File: config.mk
export PLATFORM = sky130hd
export DESIGN_NAME = cst_cmd_queue
export DESIGN_NICKNAME = d
export VERILOG_FILES = /design/src/rtl/cst_pkg.sv /design/src/rtl/cst_cmd_queue.sv
export SDC_FILE = /design/constraint.sdc
export NUM_CORES = 1
export LEC_CHECK = 0
export BUFFER_PORTS_ARGS = -buffer_cell sky130_fd_sc_hd__buf_2
export CORE_UTILIZATION = 50
export CTS_BUF_LIST = sky130_fd_sc_hd__clkbuf_8
export DETAILED_ROUTE_END_ITERATION = 10
export PLACE_DENSITY = 0.77
export SLEW_MARGIN = 0
export SYNTH_ARGS = -nofsm -noshare
export SYNTH_HDL_FRONTEND = slang
export SYNTH_SLANG_ARGS = --single-unit
File: constraint.sdc
create_clock -name clk -period 3.31 [get_ports clk]
set_input_delay 0.331 -clock clk [delete_from_list [all_inputs] [get_ports clk]]
set_output_delay 0.331 -clock clk [all_outputs]
set_load 0.02 [all_outputs]
File: src/rtl/cst_pkg.sv
`timescale 1ns / 1ps

package cst_pkg;

  // Defaults for the top-level parameters
  localparam int NUM_SEMAPHORES_DEF = 32;
  localparam int QUEUE_DEPTH_DEF    = 16;
  localparam int PID_BITS_DEF       = 8;

  // Fixed field widths
  localparam int FUNC_W  = 3;
  localparam int SEMID_W = 6;
  localparam int COUNT_W = 15;
  localparam int PIDF_W  = 8;
  localparam int STAT_W  = 2;

  localparam logic [COUNT_W-1:0] COUNT_MAX = '1;

  // Request codes
  localparam logic [FUNC_W-1:0] FUNC_OPEN  = 3'd0;
  localparam logic [FUNC_W-1:0] FUNC_CLOSE = 3'd1;
  localparam logic [FUNC_W-1:0] FUNC_POST  = 3'd2;
  localparam logic [FUNC_W-1:0] FUNC_WAIT  = 3'd3;
  localparam logic [FUNC_W-1:0] FUNC_READ  = 3'd4;

  // Status codes
  localparam logic [STAT_W-1:0] ST_OK   = 2'd0;
  localparam logic [STAT_W-1:0] ST_BAD  = 2'd1;
  localparam logic [STAT_W-1:0] ST_FULL = 2'd2;

  // Depth of the command queue between front and back
  localparam int CMDQ_DEPTH = 2;

  typedef struct packed {
    logic [FUNC_W-1:0]  func;
    logic [SEMID_W-1:0] sem_id;
    logic [COUNT_W-1:0] start_count;
    logic [PIDF_W-1:0]  caller_pid;
  } req_t;

  typedef struct packed {
    logic [STAT_W-1:0]  status;
    logic [COUNT_W-1:0] read_value;
    logic               caller_blocks;
    logic               wake_valid;
    logic [PIDF_W-1:0]  wake_pid;
    logic               last;
  } rsp_t;

  // Request class decided by the front end
  typedef enum logic [2:0] {
    K_BAD   = 3'd0,
    K_OPEN  = 3'd1,
    K_CLOSE = 3'd2,
    K_POST  = 3'd3,
    K_WAIT  = 3'd4,
    K_READ  = 3'd5
  } kind_t;

  typedef struct packed {
    kind_t              kind;
    logic [SEMID_W-1:0] sem_id;
    logic [COUNT_W-1:0] init;
    logic [PIDF_W-1:0]  pid;
  } cmd_t;

endpackage

File: src/rtl/cst_cmd_queue.sv
`timescale 1ns / 1ps

module cst_cmd_queue (
  input  logic          clk,
  input  logic          rst,
  input  logic          push,
  input  cst_pkg::cmd_t push_cmd,
  output logic          full,
  output logic          pop_valid,
  input  logic          pop,
  output cst_pkg::cmd_t pop_cmd
);
  import cst_pkg::*;

  localparam int PTR_W = (CMDQ_DEPTH > 1) ? $clog2(CMDQ_DEPTH) : 1;
  localparam int CNT_W = $clog2(CMDQ_DEPTH + 1);
  localparam logic [PTR_W-1:0] PTR_LAST = PTR_W'(CMDQ_DEPTH - 1);

  cmd_t             slots [CMDQ_DEPTH];
  logic [PTR_W-1:0] wr_ptr;
  logic [PTR_W-1:0] rd_ptr;
  logic [CNT_W-1:0] used;
  logic             do_push;
  logic             do_pop;

  assign full      = used == CNT_W'(CMDQ_DEPTH);
  assign pop_valid = used != '0;
  assign pop_cmd   = slots[rd_ptr];
  assign do_push   = push && !full;
  assign do_pop    = pop && pop_valid;

  // Pointers and occupancy
  always_ff @(posedge clk) begin
    if (rst) begin
      wr_ptr <= '0;
      rd_ptr <= '0;
      used   <= '0;
    end else begin
      if (do_push) begin
        wr_ptr <= (wr_ptr == PTR_LAST) ? '0 : wr_ptr + 1'b1;
      end
      if (do_pop) begin
        rd_ptr <= (rd_ptr == PTR_LAST) ? '0 : rd_ptr + 1'b1;
      end
      if (do_push && !do_pop) begin
        used <= used + 1'b1;
      end else if (do_pop && !do_push) begin
        used <= used - 1'b1;
      end
    end
  end

  // Storage
  always_ff @(posedge clk) begin
    if (do_push) begin
      slots[wr_ptr] <= push_cmd;
    end
  end

endmodule

==> impl_results.md <==
- Status: completed
- Post-synthesis cell area: 0.00253 mm^2
- Fraction of registers with async set/reset: 0%
- Post-Synth Simple-Gate Area: approximately 1.9%
- Avg WL per Cell: around 15 um
- Worst reg2reg path startpoint: used[1]$_SDFFE_PP0P_
- CTS HTree Levels: 3
- Largest net degree at the start of global routing: 19
- Vias in the first global route: between 1000 and 1500
- Initial DRC count: between 70 and 80
- DRC: 0
- Cell leakage power: 0.00121 uW
- Hpwl dp: 2.95 mm
- Post-DR vias/cell: slightly below 5
- Setup total negative slack: 0 ns
- PostCTS Resize Cnt: 0
- Final Skew: about 0.0054 ns
- Max clock buf depth: 2
- Synth Flop Type: edfxtp_1
- Mean post-synth cell area: between 20 and 25 um^2
- Max-cap viol count: 0
- GPL Wtd Cong: about 0.68
- Post-synth top area share: approximately three quarters
- Hold_sp: push_cmd[3]
- Leading post-synthesis cells by cell area: edfxtp_1 76%, mux2_2 13%, dfxtp_1 4.0%, xor2_1 1.0%, buf_4 0.89%
- DIE WIDTH: ~73 um
- Placeable Area: between 0.004 and 0.005 mm^2
- Die footprint: ~0.0053 mm^2
- Most frequent cell after synthesis: edfxtp_1
- Post-synth top area cell: edfxtp_1
- Rows: 25
- Fmax: between 0.4 and 0.5 GHz
- CTS tree: built
- Post-route ant nets: 0
- Worst min path class: in2reg
- Starting Density: 52.8%
- Post-synth top cells: 64 x edfxtp_1, 30 x mux2_2, 5 x dfxtp_1
- IO Port Bufs: 69
- Syn Nets: between 150 and 200
- Die H: around 73 um
- Flop-to-flop setup slack: 1.26 ns
- # diodes: 0
- Reg2reg path depth: 4
- Yosys reg bits: 69
- Worst VDD drop: approximately 450 uV
- Post-synthesis xor/xnor area fraction: 1.04%
- Inst Count DP: 260
- Ports: 70
- Final Hold Viols: 0
- Layout area overhead: 25.3%
- Fin nets: around 240
- # hold bufs at CTS: 0
- Compound-gate portion of the synthesized area: less than 1%
- First-pass GRT wire length: approximately 6.6 mm
- Max Slew Vio Count: 0
- Multi-input gate area: 473 um^2
- Max-slew headroom: about half
- Fraction of the mapped netlist area in adder cells: less than 1%
- Filler Cell Count: ~330
- Final std cells w/o fill: approximately 280
- Slew @ Worst Pin: 0.721 ns
- Postcts setup bufs: 0
- Count of different cell masters after synthesis: 16
- Register area: a little over 0.002 mm^2
- Initial antenna violation count: 0
- DR pass1 iterations: 4
- Worst Path Arrival: about 2.0 ns
- Critical path class: reg2out
- Hold Path End: slots[1][3]$_DFFE_PP_
- Tmin final: ~2.3 ns
- Unrepaired setup endpoints after global routing: false
- CP required: roughly 3 ns
- Crit end category: output port
- WHS Path Cells: 1
- Vias: 1344
- Setup violators final: 0
- Final Cycle Share: a little over two thirds
- Register area share after synthesis: about four fifths
- GRT Util Overall: 17.7%
- CTS Buf Count: 9
- Critical Path Fanout Max: 18
- Routed wire length: 4.14 mm
- Power Density: between 800 and 900 mW/mm^2
- Main combinational cell family by area after synthesis: multiplexers
- CTS root buffer: clkbuf_8
- Clock transition at the registers of the reported paths: about 0.070 ns
- GR Overflow Total: 0
- Ys Warns: 0
- Post-synthesis mux area share: 14.3%
- Mapped Cells: ~130
- Post-synth EDFFs: between 60 and 70
- Share of cells above drive strength 1: around 57%
- RR Endpoint: slots[0][0]$_DFFE_PP_
- Clk Latency, worst-skew pair: roughly 0.33 ns
- Crit start category: flop
- CTS sink cnt: just under 70
-- how the worst max path moves through the flow --
| stage | end | cells past startpoint | from | slack [ns] |
|---|---|---|---|---|
| detailed placement | slots[0][18]$_DFFE_PP_ | 4 | used[1]$_SDFFE_PP0P_ | 1.27 |
| global route | pop_cmd[1] | 3 | flop | 0.84 |
| global placement | slots[0][27]$_DFFE_PP_ | 5 | push | 1.32 |
| finish | pop_cmd[1] | 3 | flop | 0.98 |
| CTS | pop_cmd[1] | 3 | flop | 0.93 |
| floorplan | slots[0][0]$_DFFE_PP_ | 3 | used[1]$_SDFFE_PP0P_ | 1.44 |
-- logic make-up after synthesis --
| kind of cell | Yosys count |
|---|---|
| DFF | 69 |
| adders and majority gates | 1 |
| AOI/OAI and AO/OA | 5 |
| buffers and inverters | 6 |
| xor gates and xnor gates | 3 |
| muxes | 32 |
| and+or+nand+nor | 9 |
-- critical path, stage by stage (launching register included) --
cell and delay (ns):
dfxtp_1 0.72, buf_4 0.38, mux2_2 0.39, buf_2 0.16
-- final cells by class --
type,count,area share [%]
clock inverter,7,2.84
clock buffer,9,3.91
sequential,69,63.8
tap,67,2.65
multi-input combinational,50,14.9
inverter,2,0.237
timing repair buffer,72,11.6
-- placed cells by master, fill, tap and decap left out --
master | Yosys | layout
inv_1 | 2 | 2
clkinv_4 | 0 | 1
clkbuf_8 | 0 | 9
or3_1 | 2 | 2
buf_4 | 3 | 3
buf_2 | 0 | 69
clkinv_2 | 0 | 2
mux2_2 | 30 | 30
nor2_1 | 4 | 4
ha_1 | 1 | 1
dfxtp_1 | 5 | 5
nor2b_2 | 1 | 1
clkinv_1 | 0 | 1
bufinv_16 | 0 | 2
edfxtp_1 | 64 | 64
clkinvlp_4 | 0 | 1
a21oi_1 | 2 | 2
o21ai_0 | 3 | 3
xor2_1 | 3 | 3
and2_1 | 1 | 1
mux2_1 | 2 | 2
or2_2 | 1 | 1
-- layer usage --
layer / up-vias / track usage (%) / wire length [um]
met4: 0 / 11.8 / 106
met1: 639 / 18.8 / 1600
li1: 643 / - / -
met5: - / 0 / 0
met3: 10 / 6.49 / 282
met2: 52 / 29.3 / 2150
-- registers in the layout, indices dropped and copies added (netlist names), named ones only --
register and cells:
slots 64, rd_ptr 1, used 2, wr_ptr 1
-- metrics by stage --
stage | setup slack [ns] | utilization, % | area (um^2) | power [uW] | hold slack (ns)
finish | 0.983 | 66.2 | 3170 | 2570 | 0.178
CTS | 0.934 | 66.2 | 3170 | 2600 | 0.164
detailed placement | 1.27 | 61.7 | 2950 | 1880 | 0.500
global route | 0.840 | 66.2 | 3170 | 2690 | 0.160
global placement | 1.32 | 61.7 | 2950 | 1850 | 0.473
floorplan | 1.44 | - | 2530 | 1660 | 0.400
-- report_power, final --
| group | leakage [uW] | switching [uW] | internal [uW] |
|---|---|---|---|
| registers | 0.000639 | 60.4 | 1100 |
| logic | 0.000468 | 406 | 286 |
| clock network | 0.000107 | 297 | 419 |
| total | 0.00121 | 763 | 1800 |
No activity file was read; power rests on OpenSTA's default activity.
